[src/rtl/cvv_pkg.sv]
// Package for the column value validator.
// Holds character constants, the recognizer phase type, register indexes
// and the structs passed between the block's modules. No dependencies.
package cvv_pkg;

   localparam int DEFAULT_MAX_VALUE_LENGTH = 65535;

   localparam int CSR_INDEX_W = 2;
   localparam int CSR_DATA_W  = 16;

   localparam logic [CSR_INDEX_W-1:0] CSR_COLUMN_KIND = 2'd0;
   localparam logic [CSR_INDEX_W-1:0] CSR_MAX_LENGTH  = 2'd1;

   localparam logic KIND_STRING = 1'b0;
   localparam logic KIND_NUMBER = 1'b1;

   localparam logic [7:0] CHAR_PLUS  = 8'h2B;
   localparam logic [7:0] CHAR_MINUS = 8'h2D;
   localparam logic [7:0] CHAR_DOT   = 8'h2E;
   localparam logic [7:0] CHAR_ZERO  = 8'h30;
   localparam logic [7:0] CHAR_NINE  = 8'h39;
   localparam logic [7:0] CHAR_LOW_E = 8'h65;
   localparam logic [7:0] CHAR_UP_E  = 8'h45;

   typedef enum logic [6:0] {
      PH_START    = 7'b0000001,
      PH_INT      = 7'b0000010,
      PH_FRAC     = 7'b0000100,
      PH_EXP      = 7'b0001000,
      PH_EXP_SIGN = 7'b0010000,
      PH_EXP_NUM  = 7'b0100000,
      PH_REJECT   = 7'b1000000
   } phase_type;

   typedef struct packed {
      logic       column_kind;
      logic [15:0] max_length;
   } cfg_type;

   typedef struct packed {
      logic push;
      logic accepted;
   } verdict_type;

   function automatic logic is_digit(input logic [7:0] c);
      return (c >= CHAR_ZERO) && (c <= CHAR_NINE);
   endfunction

   function automatic logic is_sign(input logic [7:0] c);
      return (c == CHAR_PLUS) || (c == CHAR_MINUS);
   endfunction

   function automatic logic is_exp_mark(input logic [7:0] c);
      return (c == CHAR_LOW_E) || (c == CHAR_UP_E);
   endfunction

endpackage

[src/rtl/cvv_req_if.sv]
// Request channel of the column value validator: one character per transaction.
// Depends on nothing.
interface cvv_req_if;
   logic       valid;
   logic       ready;
   logic [7:0] char_code;
   logic       last_char;
   logic       empty_value;

   modport source (output valid, output char_code, output last_char,
                   output empty_value, input ready);
   modport sink   (input valid, input char_code, input last_char,
                   input empty_value, output ready);
endinterface

[src/rtl/cvv_rsp_if.sv]
// Response channel of the column value validator: one verdict per value.
// Depends on nothing.
interface cvv_rsp_if;
   logic valid;
   logic ready;
   logic accepted;

   modport source (output valid, output accepted, input ready);
   modport sink   (input valid, input accepted, output ready);
endinterface

[src/rtl/cvv_csr.sv]
// Configuration registers: column kind and string length limit.
// Depends on cvv_pkg.
module cvv_csr
   import cvv_pkg::*;
(
   input  logic                   clock,
   input  logic                   reset,
   input  logic                   wr_en,
   input  logic [CSR_INDEX_W-1:0] index,
   input  logic [CSR_DATA_W-1:0]  wr_data,
   output cfg_type                cfg
);

   cfg_type cfg_ff, cfg_in;

   always_comb begin
      cfg_in = cfg_ff;
      if (wr_en) begin
         unique case (index)
            CSR_COLUMN_KIND: cfg_in.column_kind = wr_data[0];
            CSR_MAX_LENGTH:  cfg_in.max_length  = wr_data[15:0];
            default:         cfg_in = cfg_ff;
         endcase
      end
   end

   always_ff @(posedge clock) begin
      if (reset) begin
         cfg_ff <= '0;
      end else begin
         cfg_ff <= cfg_in;
      end
   end

   assign cfg = cfg_ff;

endmodule

[src/rtl/cvv_scan.sv]
// Per-character scanner: length counter, number recognizer, verdict on last item.
// Depends on cvv_pkg.
module cvv_scan
   import cvv_pkg::*;
#(
   parameter int MAX_VALUE_LENGTH = DEFAULT_MAX_VALUE_LENGTH
)
(
   input  logic        clock,
   input  logic        reset,
   input  logic        take,
   input  logic [7:0]  char_code,
   input  logic        last_char,
   input  logic        empty_value,
   input  cfg_type     cfg,
   output verdict_type verdict
);

   localparam int CW  = $clog2(MAX_VALUE_LENGTH + 2);
   localparam int LW  = (CW > 16) ? CW : 16;
   localparam int SAT = MAX_VALUE_LENGTH + 1;

   phase_type         phase_ff, phase_in, phase_nxt;
   logic              seen_ff, seen_in, seen_nxt;
   logic [CW-1:0]     count_ff, count_in, count_nxt;
   logic              digit, len_ok, num_ok;

   assign digit = is_digit(char_code);

   always_comb begin
      phase_nxt = phase_ff;
      seen_nxt  = seen_ff;
      count_nxt = count_ff;
      if (!empty_value) begin
         if (count_ff < CW'(SAT)) begin
            count_nxt = count_ff + CW'(1);
         end
         unique case (phase_ff)
            PH_START: begin
               if (is_sign(char_code)) phase_nxt = PH_INT;
               else if (digit) begin
                  phase_nxt = PH_INT;
                  seen_nxt  = 1'b1;
               end else if (char_code == CHAR_DOT) phase_nxt = PH_FRAC;
               else phase_nxt = PH_REJECT;
            end
            PH_INT: begin
               if (digit) begin
                  phase_nxt = PH_INT;
                  seen_nxt  = 1'b1;
               end else if (char_code == CHAR_DOT) phase_nxt = PH_FRAC;
               else if (is_exp_mark(char_code)) phase_nxt = PH_EXP;
               else phase_nxt = PH_REJECT;
            end
            PH_FRAC: begin
               if (digit) begin
                  phase_nxt = PH_FRAC;
                  seen_nxt  = 1'b1;
               end else if (is_exp_mark(char_code)) phase_nxt = PH_EXP;
               else phase_nxt = PH_REJECT;
            end
            PH_EXP: begin
               if (digit) phase_nxt = PH_EXP_NUM;
               else if (is_sign(char_code)) phase_nxt = PH_EXP_SIGN;
               else phase_nxt = PH_REJECT;
            end
            PH_EXP_SIGN, PH_EXP_NUM: begin
               phase_nxt = digit ? PH_EXP_NUM : PH_REJECT;
            end
            default: phase_nxt = PH_REJECT;
         endcase
      end
   end

   // saturated count is above MAX_VALUE_LENGTH, so it always fails here
   assign len_ok = (count_nxt <= CW'(MAX_VALUE_LENGTH)) &&
                   (LW'(count_nxt) <= LW'(cfg.max_length));
   assign num_ok = seen_nxt && ((phase_nxt == PH_INT) || (phase_nxt == PH_FRAC) ||
                                (phase_nxt == PH_EXP_NUM));

   always_comb begin
      phase_in = phase_ff;
      seen_in  = seen_ff;
      count_in = count_ff;
      if (take) begin
         if (last_char) begin
            phase_in = PH_START;
            seen_in  = 1'b0;
            count_in = '0;
         end else begin
            phase_in = phase_nxt;
            seen_in  = seen_nxt;
            count_in = count_nxt;
         end
      end
   end

   always_ff @(posedge clock) begin
      if (reset) begin
         phase_ff <= PH_START;
         seen_ff  <= 1'b0;
         count_ff <= '0;
      end else begin
         phase_ff <= phase_in;
         seen_ff  <= seen_in;
         count_ff <= count_in;
      end
   end

   assign verdict.push     = take && last_char;
   assign verdict.accepted = (cfg.column_kind == KIND_NUMBER) ? num_ok : len_ok;

endmodule

[src/rtl/cvv_out_reg.sv]
// Result register holding one verdict until the receiver takes it.
// Depends on cvv_pkg.
module cvv_out_reg
   import cvv_pkg::*;
(
   input  logic        clock,
   input  logic        reset,
   input  verdict_type verdict,
   output logic        can_take,
   output logic        rsp_valid,
   input  logic        rsp_ready,
   output logic        rsp_accepted
);

   logic valid_ff, valid_in;
   logic accepted_ff, accepted_in;

   // room when empty or when the held verdict leaves this cycle
   assign can_take = !valid_ff || rsp_ready;

   always_comb begin
      valid_in    = valid_ff;
      accepted_in = accepted_ff;
      if (valid_ff && rsp_ready) valid_in = 1'b0;
      if (verdict.push) begin
         valid_in    = 1'b1;
         accepted_in = verdict.accepted;
      end
   end

   always_ff @(posedge clock) begin
      if (reset) begin
         valid_ff <= 1'b0;
      end else begin
         valid_ff <= valid_in;
      end
      accepted_ff <= accepted_in;
   end

   assign rsp_valid    = valid_ff;
   assign rsp_accepted = accepted_ff;

endmodule

[src/rtl/column_value_validator_top.sv]
// Column value validator, top level.
// Depends on cvv_pkg, cvv_req_if, cvv_rsp_if, cvv_csr, cvv_scan, cvv_out_reg.
//
// Usage:
//   req_bus carries one character per transaction; last_char marks the end of
//   a value, and an empty value is a single transaction with empty_value and
//   last_char set. rsp_bus returns one verdict (accepted) per value.
//   csr_wr_en/csr_index/csr_wr_data write column_kind (index 0) and
//   max_length (index 1); write them only while no value is in flight.
// Timing:
//   One character per cycle while req_bus.ready is high. The verdict of a value
//   appears on rsp_bus in the cycle after its last character is taken, from a
//   single result register. The scanner state updates in the accepting cycle,
//   so there is no bubble between values.
// Stall:
//   While a verdict waits and rsp_bus.ready is low, req_bus.ready drops; it
//   rises again in the cycle the receiver takes the verdict.
// Reset:
//   Synchronous, active high; clears the registers to string mode with
//   limit zero, empties the result register and restarts the scanner.
module column_value_validator_top
   import cvv_pkg::*;
#(
   parameter int MAX_VALUE_LENGTH = DEFAULT_MAX_VALUE_LENGTH
)
(
   input  logic                   clock,
   input  logic                   reset,
   cvv_req_if.sink                req_bus,
   cvv_rsp_if.source              rsp_bus,
   input  logic                   csr_wr_en,
   input  logic [CSR_INDEX_W-1:0] csr_index,
   input  logic [CSR_DATA_W-1:0]  csr_wr_data
);

   cfg_type     cfg;
   verdict_type verdict;
   logic        can_take;
   logic        take;

   assign req_bus.ready = can_take;
   assign take          = req_bus.valid && can_take;

   cvv_csr u_csr (
      .clock   (clock),
      .reset   (reset),
      .wr_en   (csr_wr_en),
      .index   (csr_index),
      .wr_data (csr_wr_data),
      .cfg     (cfg)
   );

   cvv_scan #(
      .MAX_VALUE_LENGTH (MAX_VALUE_LENGTH)
   ) u_scan (
      .clock       (clock),
      .reset       (reset),
      .take        (take),
      .char_code   (req_bus.char_code),
      .last_char   (req_bus.last_char),
      .empty_value (req_bus.empty_value),
      .cfg         (cfg),
      .verdict     (verdict)
   );

   cvv_out_reg u_out (
      .clock        (clock),
      .reset        (reset),
      .verdict      (verdict),
      .can_take     (can_take),
      .rsp_valid    (rsp_bus.valid),
      .rsp_ready    (rsp_bus.ready),
      .rsp_accepted (rsp_bus.accepted)
   );

endmodule

[src/flat_wrapper.sv]
// flat-port wrapper written by rule: the top's interface ports become plain ports
module column_value_validator_top_flat import cvv_pkg::*;
#(
   parameter int MAX_VALUE_LENGTH = DEFAULT_MAX_VALUE_LENGTH
)
  (clock, reset, csr_wr_en, csr_index, csr_wr_data, req_bus_valid, req_bus_char_code, req_bus_last_char, req_bus_empty_value, req_bus_ready, rsp_bus_valid, rsp_bus_accepted, rsp_bus_ready);
  cvv_req_if req_bus_i ();
  cvv_rsp_if rsp_bus_i ();
  input  logic clock;
  input  logic reset;
  input  logic csr_wr_en;
  input  logic [CSR_INDEX_W-1:0] csr_index;
  input  logic [CSR_DATA_W-1:0] csr_wr_data;
  input wire logic [$bits(req_bus_i.valid)-1:0] req_bus_valid;
  input wire logic [$bits(req_bus_i.char_code)-1:0] req_bus_char_code;
  input wire logic [$bits(req_bus_i.last_char)-1:0] req_bus_last_char;
  input wire logic [$bits(req_bus_i.empty_value)-1:0] req_bus_empty_value;
  output wire logic [$bits(req_bus_i.ready)-1:0] req_bus_ready;
  output wire logic [$bits(rsp_bus_i.valid)-1:0] rsp_bus_valid;
  output wire logic [$bits(rsp_bus_i.accepted)-1:0] rsp_bus_accepted;
  input wire logic [$bits(rsp_bus_i.ready)-1:0] rsp_bus_ready;
  assign req_bus_i.valid = req_bus_valid;
  assign req_bus_i.char_code = req_bus_char_code;
  assign req_bus_i.last_char = req_bus_last_char;
  assign req_bus_i.empty_value = req_bus_empty_value;
  assign req_bus_ready = req_bus_i.ready;
  assign rsp_bus_valid = rsp_bus_i.valid;
  assign rsp_bus_accepted = rsp_bus_i.accepted;
  assign rsp_bus_i.ready = rsp_bus_ready;
  column_value_validator_top #(.MAX_VALUE_LENGTH(MAX_VALUE_LENGTH)) u_core (.clock(clock), .reset(reset), .req_bus(req_bus_i), .rsp_bus(rsp_bus_i), .csr_wr_en(csr_wr_en), .csr_index(csr_index), .csr_wr_data(csr_wr_data));
endmodule
[config.mk]
export PLATFORM = sky130hd
export DESIGN_NAME = column_value_validator_top_flat
export DESIGN_NICKNAME = d
export VERILOG_FILES = /design/src/rtl/cvv_pkg.sv /design/src/rtl/cvv_req_if.sv /design/src/rtl/cvv_rsp_if.sv /design/src/rtl/cvv_csr.sv /design/src/rtl/cvv_scan.sv /design/src/rtl/cvv_out_reg.sv /design/src/rtl/column_value_validator_top.sv /design/src/flat_wrapper.sv
export SDC_FILE = /design/constraint.sdc
export NUM_CORES = 1
export LEC_CHECK = 0
export BUFFER_PORTS_ARGS = -buffer_cell sky130_fd_sc_hd__buf_2
export CAP_MARGIN = 20
export CORE_UTILIZATION = 59
export DETAILED_ROUTE_END_ITERATION = 8
export GPL_ROUTABILITY_DRIVEN = 0
export PLACE_DENSITY = 0.86
export SLEW_MARGIN = 30
export SYNTH_ARGS = -nofsm -noshare
export SYNTH_HDL_FRONTEND = slang
export SYNTH_HIERARCHICAL = 1
export SYNTH_SLANG_ARGS = --single-unit
[constraint.sdc]
create_clock -name clock -period 3.2 [get_ports clock]
set_input_delay 0.32 -clock clock [delete_from_list [all_inputs] [get_ports clock]]
set_output_delay 0.32 -clock clock [all_outputs]
set_load 0.05 [all_outputs]
== Word level (Yosys, flattened, before mapping) ==
Cells that the tools add are included.
Widths: inputs -> output; s select.

* Word-level logic and storage cells: 70
* Output and inout bits: 3
* Bits of input ports: 33
* Bits in registers: 44

* Multiplexer cells: 24
* Equality and inequality tests: 15
* Magnitude comparators: 5
* Reductions and logical operators: 18
* Add/subtract/negate cells: 1

{| class="wikitable"
|+ Operators with widths
! cell !! number
|-
| $mux 7 || 12
|-
| $mux 17 || 3
|-
| $pmux 7 s5 || 1
|-
| $eq 8x6->1 const B || 3
|-
| $add 17x1->17 const B || 1
|-
| $le 17x16->1 || 1
|-
| $le 17x16->1 const B || 1
|-
| $lt 17x17->1 const B || 1
|-
| $eq 8x7->1 const B || 2
|-
| $eq 7x2->1 const B || 2
|-
| $eq 7x3->1 const B || 2
|-
| $eq 7x6->1 const B || 2
|-
| $ge 8x6->1 const B || 1
|-
| $le 8x6->1 const B || 1
|-
| $eq 7x1->1 const B || 1
|-
| $eq 7x4->1 const B || 1
|-
| $eq 7x5->1 const B || 1
|-
| $mux 1 || 7
|-
| $logic_and 1x1->1 || 6
|-
| $logic_or 1x1->1 || 5
|-
| $reduce_and 2->1 || 2
|-
| $reduce_or 2->1 || 2
|-
| $eq 2x1->1 const B || 1
|-
| $logic_not 2->1 || 1
|-
| other kinds (3) || 3
|}

== Logic depth before layout (Yosys ltp) ==
Gate-level depths: netlist (run 1).

* Word-level depth: 12
* Gate-level depth with buffers: 13
* Gate-level depth less buffers: 13

== Hierarchy ==
The synthesis (run 1) kept the hierarchy.

{| class="wikitable"
|+ By module, submodules not included
! module !! area each (um^2) !! cells each !! seq. area each (um^2) !! times used
|-
| cvv_scan || 2,119.5 || 281 || 500.5 || 1
|-
| cvv_csr || 775.7 || 74 || 340.3 || 1
|-
| cvv_out_reg || 76.3 || 5 || 50.0 || 1
|-
| column_value_validator_top || 6.3 || 1 || 0.0 || 1
|}

== Worst setup path after synthesis (run 1) ==
OpenSTA, ideal clock, no wires.

* Path type: register -> register
* Start point: reg u_core.u_scan.count_ff[0]
* End point: reg u_core.u_out.accepted_ff (netlist: u_core/u_out/rsp_accepted) (data pin)
* Data arrival time: 2.431 ns
* Library setup time: 0.257 ns
* Stages on the path, launching flop included: 14
* Buffers on the path: 0
* Setup slack: 0.513 ns
* Clock period less this slack: 2.687 ns
* Required time: 2.943 ns
* Cells stage by stage: dfxtp_1 ha_1 nand3_1 nor4_4 nand3_1 xnor2_1 ha_1 and4_1 nand2_1 a21oi_1 a211oi_1 nor3_1 o21ai_0 a32o_1

{| class="wikitable"
|+ RTL lines
! element !! RTL line !! text
|-
| start, declared || cvv_scan.sv:25 || <nowiki>logic [CW-1:0] count_ff, count_in, count_nxt;</nowiki>
|-
| start signal, assigned || cvv_scan.sv:106 || <nowiki>count_ff <= count_in;</nowiki>
|-
| end signal, assigned || cvv_out_reg.sv:37 || <nowiki>accepted_ff <= accepted_in;</nowiki>
|-
| end, declared || cvv_out_reg.sv:16 || <nowiki>logic accepted_ff, accepted_in;</nowiki>
|}

==> flow_metrics.tcl, run 1 <==
set metrics [dict create \
    ys_ff_latch 44 \
    cts_buffer_depth 2 \
    netlist_area_um2 2980 \
    cts_htree_levels 2 \
    core_region_area_um2 4790 \
    reg2reg_from "u_core/u_scan/count_ff[1]" \
    grt_pass1_wl_um 10600 \
    crit_required_ps 3360 \
    cap_viol_max_count 0 \
    io_pins 36 \
    cts-buffers-inserted 5 \
    slowest_stage "or4_1" \
    hp-start "csr_wr_data[6]" \
    worst-path-buf-inv 1 \
    path_delay_family "simple AND/OR/NAND/NOR gates" \
    drt-initial-drc-count 240 \
    outcome "finished clean" \
    place_hpwl_um 4640 \
    drc_errors 0 \
    p_per_area_nw_per_um2 327 \
    cts_tree "built" \
    crit_path_start_kind "register" \
    die_w_um 73.0 \
    cpPeakStageDelay_ps 510 \
    synth_top_area_share_pct 28.9 \
    synthesis.nets 411 \
    finalCoreUtilization_pct 67.9 \
    yosys.area.top_type "dfxtp_1" \
    first_pass_iters 4 \
    holdCritPathClass "in2reg" \
    ys_seq_area_share_pct 29.9 \
    via_per_inst 5.77 \
    grt-ovfl-total 0 \
    cp-end-kind "register" \
    cts_root_buf "clkbuf_8" \
    clk_latency_ps 300 \
    diodes 0 \
    cts.sinks 44 \
    syn_avg_cell_area_um2 8.25 \
    slew_violations 0 \
    final_cell_mix "dfxtp_1 (42), nor2_1 (39), buf_2 (35), nand2b_1 (35), inv_1 (21)" \
    finalPower_mw 1.06 \
    finalHoldViolCount 0 \
    ant_nets 0 \
    yosysWarnings 6 \
    die_h_um 73.0 \
    layout_commonest_cell "dfxtp_1" \
    yosysUniqueCellTypes 52 \
    holdPathStages 3 \
    peakVddDrop_uv 260 \
    worstPathArrival_ps 3140 \
    setup.worst_path.class "reg2reg" \
    max_freq_mhz 336 \
    drive_above_1_share_pct 15.7 \
    cp_common_cell "nand3_1" \
    io_buffers 35 \
    r2r_cells 12 \
    worst_slew_pin_slew_ps 895 \
    via_count 2633 \
    syn2layout_area_growth_pct 9.16 \
    worstPathCellList "ha_1, nand3_1, nor4_4, buf_4, and3_1, nand3_1, xnor2_1, ha_1, nand3_1, or4_1, o21ai_0, a32o_1" \
    synthTopCellsByArea "dfxtp_1 (29%), nand2b_1 (7.4%), ha_1 (7.1%)" \
    period_minus_slack_ps 2980 \
    cp_max_fo 7 \
    grt_max_degree 58 \
    grt_pass1_vias 2398 \
    nets 439 \
    min_to "u_core/u_csr/cfg[6]" \
    postRouteWirelength_um 6390 \
    netlist_instances 361 \
    cts-hold-fix-buffers 0 \
    die_area_um2 5340 \
    wl_per_cell_um 14.0 \
    r2r_end "u_core/u_out/rsp_accepted" \
    power.leakage_nw 1.32 \
    setup_viol_count_final 0 \
    grtUsageTotal_pct 25.4 \
    relSlewSlack_pct 40.3 \
    fin_crit_sh_pct 93.1 \
    start_util_pct 62.2 \
    skew_ps 7.08 \
    cts.clk_slew.worst_paths_ps 80 \
    antenna_found_initial 0 \
    row_count 25 \
    r2r_slack_ps 220 \
]
[worst min-delay path: stages]
cell      delay (ps)
buf_2             90
nand2b_1          50
mux2i_1           60
[worst max-delay path by stage]
stage	startpoint	to	slack [ps]	depth (start not counted)
global placement	u_core/u_scan/count_ff[0]	u_core/u_out/rsp_accepted	320	11
detailed placement	u_core/u_scan/count_ff[0]	u_core/u_out/rsp_accepted	230	13
floorplan	u_core/u_scan/count_ff[0]	u_core/u_out/rsp_accepted	510	13
finish	u_core/u_scan/count_ff[1]	u_core/u_out/rsp_accepted	220	12
global route	u_core/u_scan/count_ff[1]	u_core/u_out/rsp_accepted	-20	12
CTS	u_core/u_scan/count_ff[0]	u_core/u_out/rsp_accepted	180	11
[report_power, final]
group / switching (mW) / leakage [nW] / internal [mW]
combinational: 0.0907 / 0.922 / 0.0659
clock: 0.186 / 0.0443 / 0.149
sequential: 0.00897 / 0.358 / 0.562
total: 0.286 / 1.32 / 0.776
[repair_timing]
item	in CTS	in global routing
hold endpoints to repair	0	0
endpoints found under the setup margin	0	1
gates resized for setup	0	1
buffers inserted	0	1
[per-stage QoR]
| step | hold slack (ps) | setup WS [ps] | cells | area, um^2 | TNS, ps |
|---|---|---|---|---|---|
| after detailed placement | 468 | 232 | 448 | 3160 | 0 |
| after CTS | 276 | 183 | 455 | 3240 | 0 |
| after floorplan | 382 | 513 | 361 | 2980 | 0 |
| after global routing | 272 | -18.5 | 456 | 3250 | -18.5 |
| after global placement | 461 | 319 | 448 | 3160 | 0 |
| final | 274 | 221 | 456 | 3250 | 0 |
[state kept, by name, indices dropped and copies added (netlist names)]
| register | count |
|---|---|
| u_core/u_scan/seen_ff | 1 |
| u_core/u_csr/cfg | 17 |
| u_core/u_out/rsp_accepted | 1 |
| u_core/u_scan/count_ff | 17 |
| u_core/u_out/rsp_valid | 1 |
| u_core/u_scan/phase_ff | 7 |
[cell families (layout without fill, tap and decap cells)]
kind of cell             after synthesis  after routing  share of synthesized area (%)
AO/OA/AOI/OAI                         69             69                           15.0
XOR/XNOR                              19             19                           5.59
adder cells (fa/ha/maj)               17             17                           7.14
buffers and inverters                 38             66                           5.67
flip-flops                            44             44                           29.9
multiplexers                          20             20                           6.76
AND/OR/NAND/NOR                      154            154                           30.0
[synth_stat cells (all sizes together)]
| cell type | count |
|---|---|
| nor2b | 4 |
| nor4b | 1 |
| dfxtp | 43 |
| xor2 | 9 |
| and4 | 4 |
| a21oi | 20 |
| a211oi | 2 |
| mux2i | 19 |
| and4bb | 1 |
| edfxtp | 1 |
| nand2b | 36 |
| xnor2 | 10 |
| mux2 | 1 |
| or3b | 1 |
| nor3b | 2 |
| clkbuf | 14 |
| and2 | 4 |
| a21o | 2 |
| a41oi | 1 |
| nand2 | 14 |
| o21ai | 19 |
| ha | 17 |
| a32o | 2 |
| nor2 | 39 |
| nor4 | 6 |
| nor3 | 8 |
| and3 | 8 |
| and3b | 1 |
| o211ai | 1 |
| o22ai | 5 |
| or4 | 1 |
| a31oi | 1 |
| inv | 21 |
| buf | 3 |
| o41ai | 1 |
| or3 | 1 |
| nand4 | 7 |
| nand3 | 16 |
| a22oi | 15 |
[final cells by class]
| type | instances | area, um^2 |
|---|---|---|
| multi-input combinational | 279 | 1920 |
| timing repair buffer | 38 | 198 |
| tap | 67 | 83.8 |
| sequential | 44 | 892 |
| clock inverter | 2 | 11.3 |
| fill | 389 | 1540 |
| inverter | 21 | 78.8 |
| clock buffer | 5 | 68.8 |
[layer usage]
| metal | part of all wire, % | up-vias | GRT usage (%) |
|---|---|---|---|
| met5 | 0 | - | 0 |
| met4 | 0.61 | 0 | 6.97 |
| met3 | 4.9 | 5 | 4.97 |
| met2 | 48 | 70 | 41.5 |
| met1 | 46 | 1226 | 34.0 |
| li1 | - | 1332 | - |
(Power assumes the default switching activity.)
==> inputs of run 2 (changes only) <==
--- a/config.mk
+++ b/config.mk
@@ -10,6 +10,7 @@
 export CORE_UTILIZATION = 59
 export DETAILED_ROUTE_END_ITERATION = 8
 export GPL_ROUTABILITY_DRIVEN = 0
+export MAX_ROUTING_LAYER = met4
 export PLACE_DENSITY = 0.86
 export SLEW_MARGIN = 30
 export SYNTH_ARGS = -nofsm -noshare
==> flow_metrics.tcl, run 2 (same netlist as run 1, synthesis figures left out) <==
set metrics [dict create \
    outcome "finished clean" \
    cpPeakStageDelay_ps 400 \
    clk_latency_ps 290 \
    via_per_inst 5.87 \
    slowest_stage "dfxtp_1" \
    wl_per_cell_um 14.1 \
    p_per_area_nw_per_um2 327 \
    finalHoldViolCount 0 \
    slew_violations 0 \
    placedCellCount 448 \
    period_minus_slack_ps 3000 \
    die_w_um 73.0 \
    postRouteWirelength_um 6430 \
    core_region_area_um2 4790 \
    relSlewSlack_pct 40.3 \
    grtUsageTotal_pct 26.2 \
    cp-end-kind "register" \
    start_util_pct 62.2 \
    dr_wl_met2_um 3110 \
    cts.clk_slew.worst_paths_ps 80 \
    cts.sinks 44 \
    syn2layout_area_growth_pct 9.16 \
    diodes 0 \
    layout_commonest_cell "dfxtp_1" \
    finalPower_mw 1.06 \
    holdCritPathClass "in2reg" \
    cts_tree "built" \
    cts_htree_levels 2 \
    final_cell_mix "dfxtp_1 (42), nor2_1 (39), buf_2 (35), nand2b_1 (35), inv_1 (21)" \
    grt_max_degree 58 \
    cap_viol_max_count 0 \
    row_count 25 \
    worst-path-buf-inv 1 \
    finalHoldWorstSlack_ps 275 \
    grt_pass1_vias 2397 \
    worst_slew_pin_slew_ps 896 \
    peakVddDrop_uv 259 \
    antenna_found_initial 0 \
    cp_max_fo 7 \
    die_h_um 73.0 \
    fin_crit_sh_pct 93.7 \
    path_delay_family "simple AND/OR/NAND/NOR gates" \
    wl_met1_um 2870 \
    finalCoreUtilization_pct 67.9 \
    instances_no_fill 456 \
    io_buffers 35 \
    nets 439 \
    worstPathArrival_ps 3050 \
    drt-initial-drc-count 258 \
    cts-buffers-inserted 5 \
    crit_required_ps 3250 \
    cts-hold-fix-buffers 0 \
    die_area_um2 5340 \
    via_count 2678 \
    power.leakage_nw 1.32 \
    drc_errors 0 \
    first_pass_iters 5 \
    setup_viol_count_final 0 \
    place_hpwl_um 4640 \
    grt-ovfl-total 0 \
    max_freq_mhz 333 \
    setup.worst_path.class "reg2reg" \
    cts_buffer_depth 2 \
    worstPathCellList "ha_1, nand3_1, nor4_4, buf_4, nand3_1, xnor2_1, ha_1, and4_1, nand2_1, a21oi_1, a211oi_1, nor3_1, o21ai_0, a32o_1" \
    top_layer "met4" \
    drive_above_1_share_pct 15.7 \
    cts_root_buf "clkbuf_8" \
    skew_ps 6.59 \
    ant_nets 0 \
    grt_pass1_wl_um 10600 \
    io_pins 36 \
    crit_path_start_kind "register" \
    wl_met3_um 389 \
]
run 2: cell counts in the layout (fill, tap and decap cells not counted):
Identical to the previous run, type by type.
run 2: final cells by class:
class | count | area (um^2)
repair buffers | 38 | 198
clock inverters | 2 | 11.3
flip-flops and latches | 44 | 892
multi-input cells | 279 | 1920
clock buffers | 5 | 68.8
inverters | 21 | 78.8
well taps | 67 | 83.8
fillers | 389 | 1540
run 2: timing repair:
item,CTS,global route
gates resized for setup,0,1
buffers inserted,0,1
setup endpoints to repair,0,1
run 2: where the power goes:
| part | switching, mW | internal [mW] | total [mW] |
|---|---|---|---|
| registers | 0.00900 | 0.562 | 0.571 |
| logic | 0.0916 | 0.0659 | 0.157 |
| clock network | 0.186 | 0.149 | 0.335 |
| total | 0.287 | 0.776 | 1.06 |
run 2: through the flow:
stage | setup slack [ps] | TNS, ps | instance area, um^2
6_report | 201 | 0 | 3250
3_5_place_dp | 232 | 0 | 3160
4_1_cts | 183 | 0 | 3240
2_1_floorplan | 513 | 0 | 2980
3_3_place_gp | 319 | 0 | 3160
5_1_grt | -19.1 | -19.1 | 3250
run 2: final timing paths:
path,start,slack (ps),endpoint,depth (start not counted)
setup / recovery,u_core/u_scan/count_ff[1],200,u_core/u_out/rsp_accepted,14
setup reg to reg,u_core/u_scan/count_ff[1],200,u_core/u_out/rsp_accepted,14
hold / removal,csr_wr_data[9],270,u_core/u_csr/cfg[9],3
hold reg to reg,u_core/u_csr/cfg[2],480,u_core/u_csr/cfg[2],2
run 2: routing by layer:
| metal | vias up | track usage (%) |
|---|---|---|
| li1 | 1332 | - |
| met1 | 1238 | 34.0 |
| met2 | 101 | 41.6 |
| met3 | 7 | 4.97 |
| met4 | 0 | 6.97 |
| met5 | - | - |
run 2: worst min-delay path: cells and delay by family:
| family | cells | cell delay, ps |
|---|---|---|
| multiplexers | 1 | 60 |
| AND/OR/NAND/NOR | 1 | 50 |
| buffers and inverters | 1 | 90 |
==> inputs of run 3 (changes only) <==
--- a/config.mk
+++ b/config.mk
@@ -11,7 +11,7 @@
 export DETAILED_ROUTE_END_ITERATION = 8
 export GPL_ROUTABILITY_DRIVEN = 0
 export MAX_ROUTING_LAYER = met4
-export PLACE_DENSITY = 0.86
+export PLACE_DENSITY = 0.78
 export SLEW_MARGIN = 30
 export SYNTH_ARGS = -nofsm -noshare
 export SYNTH_HDL_FRONTEND = slang
==> constraint.sdc (replaced) <==
create_clock -name clock -period 3.1 [get_ports clock]
set_input_delay 0.31 -clock clock [delete_from_list [all_inputs] [get_ports clock]]
set_output_delay 0.31 -clock clock [all_outputs]
set_load 0.05 [all_outputs]
==> flow_metrics.tcl, run 3 (same netlist as run 1, synthesis figures left out) <==
set metrics [dict create \
    postRouteWirelength_um 6680 \
    slew_violations 0 \
    core_region_area_um2 4790 \
    via_count 2661 \
    cts_tree "built" \
    instances_no_fill 462 \
    cts_buffer_depth 2 \
    io_pins 36 \
    power_switching_uw 296 \
    period_minus_slack_ps 2970 \
    reg2reg_from "u_core/u_scan/count_ff[0]" \
    internal_power_uw 829 \
    seq_power_share_pct 52.3 \
    syn2layout_area_growth_pct 11.4 \
    grtUsageTotal_pct 26.6 \
    placed_area_um2 3180 \
    place_hpwl_um 4710 \
    peakVddDrop_uv 298 \
    r2r_cells 11 \
    drive_above_1_share_pct 18.0 \
    p_clk_share_pct 32.7 \
    power.leakage_nw 1.36 \
    grt-ovfl-total 0 \
    finalHoldViolCount 0 \
    cap_viol_max_count 0 \
    holdPathStages 3 \
    crit_required_ps 3270 \
    grt_pass1_vias 2447 \
    max_freq_mhz 337 \
    fin_crit_sh_pct 95.7 \
    via_per_inst 5.76 \
    critPathLaunch "u_core/u_scan/count_ff[0]" \
    cts.clk_slew.worst_paths_ps 80 \
    diodes 0 \
    row_count 25 \
    grt_max_degree 58 \
    setup_ws_ps 135 \
    p_per_area_nw_per_um2 339 \
    cts_root_buf "clkbuf_8" \
    finalPower_mw 1.13 \
    skew_ps 10.4 \
    cp-end-kind "register" \
    placedCellCount 450 \
    die_w_um 73.0 \
    worst_slew_pin_slew_ps 942 \
    die_h_um 73.0 \
    crit_path_start_kind "register" \
    clk_latency_ps 290 \
    outcome "finished clean" \
    p_sw_share_pct 26.3 \
    hp-start "csr_wr_data[14]" \
    holdCritPathClass "in2reg" \
    cp_max_fo 6 \
    start_util_pct 62.2 \
    ant_nets 0 \
    setup.worst_path.class "reg2reg" \
    antenna_found_initial 0 \
    die_area_um2 5340 \
    layout_commonest_cell "dfxtp_1" \
    io_buffers 35 \
    first_pass_iters 4 \
    cts-buffers-inserted 5 \
    setup_tns_ps 0 \
    cts.sinks 44 \
    worstPathArrival_ps 3130 \
    fin_area_um2 3320 \
    drt-initial-drc-count 212 \
    relSlewSlack_pct 37.2 \
    final_cell_mix "dfxtp_1 (41), nor2_1 (39), buf_2 (35), nand2b_1 (35), inv_1 (21)" \
    wl_per_cell_um 14.5 \
    cts_htree_levels 2 \
    drc_errors 0 \
    nets 444 \
    grt_pass1_wl_um 10700 \
    dp_slack_ps 183 \
    setup_viol_count_final 0 \
    combPwrFrac_pct 15.0 \
]
-- run 3: worst paths after layout --
| check | to | slack (ps) |
|---|---|---|
| setup reg to reg | u_core/u_out/rsp_accepted | 130 |
| hold reg to reg | u_core/u_csr/cfg[3] | 470 |
| setup / recovery | u_core/u_out/rsp_accepted | 130 |
| hold / removal | u_core/u_csr/cfg[14] | 270 |
-- run 3: final cells by class --
cell class / instances / area [um^2]
Sequential cell: 44 / 896
Timing Repair Buffer: 43 / 235
Multi-Input combinational cell: 279 / 1930
Inverter: 21 / 78.8
Tap cell: 67 / 83.8
Clock buffer: 6 / 82.6
Clock inverter: 2 / 10.0
Fill cell: 413 / 1470
-- run 3: critical path: stages, from the launching register on --
cell and delay [ps]:
dfxtp_4 390, ha_2 190, nand3_2 110, nor4_4 400, and3_1 230, nand3_1 90, xnor2_1 170, ha_1 330
nand3_2 100, or4_1 520, o21ai_1 120, a32o_1 180
-- run 3: metal layers --
layer | up-vias | part of all wire, % | wire [um] | global-route usage [%]
li1 | 1336 | - | - | -
met1 | 1255 | 48 | 3180 | 34.3
met2 | 60 | 47 | 3140 | 43.5
met3 | 10 | 4.2 | 278 | 4.28
met4 | 0 | 1.1 | 76 | 6.54
met5 | - | 0 | 0 | -
-- run 3: repair_timing --
item / 4_1_cts / 5_1_grt
setup buffers: 0 / 4
resized for setup: 0 / 7
hold buffers: 0 / 0
setup endpoints to repair: 0 / 1
-- run 3: power groups by stage --
stage | sequential (mW) | combinational (mW) | clock, mW
CTS | 0.589 | 0.162 | 0.376
global route | 0.590 | 0.186 | 0.397
global placement | 0.601 | 0.158 | 0
finish | 0.588 | 0.168 | 0.368
floorplan | 0.605 | 0.110 | 0
detailed placement | 0.602 | 0.161 | 0
-- run 3: through the flow --
| stage | hold slack (ps) | utilization [%] |
|---|---|---|
| finish | 274 | 69.3 |
| global placement | 460 | 66.4 |
| CTS | 271 | 68.3 |
| floorplan | 372 | - |
| global route | 271 | 69.3 |
| detailed placement | 468 | 66.4 |
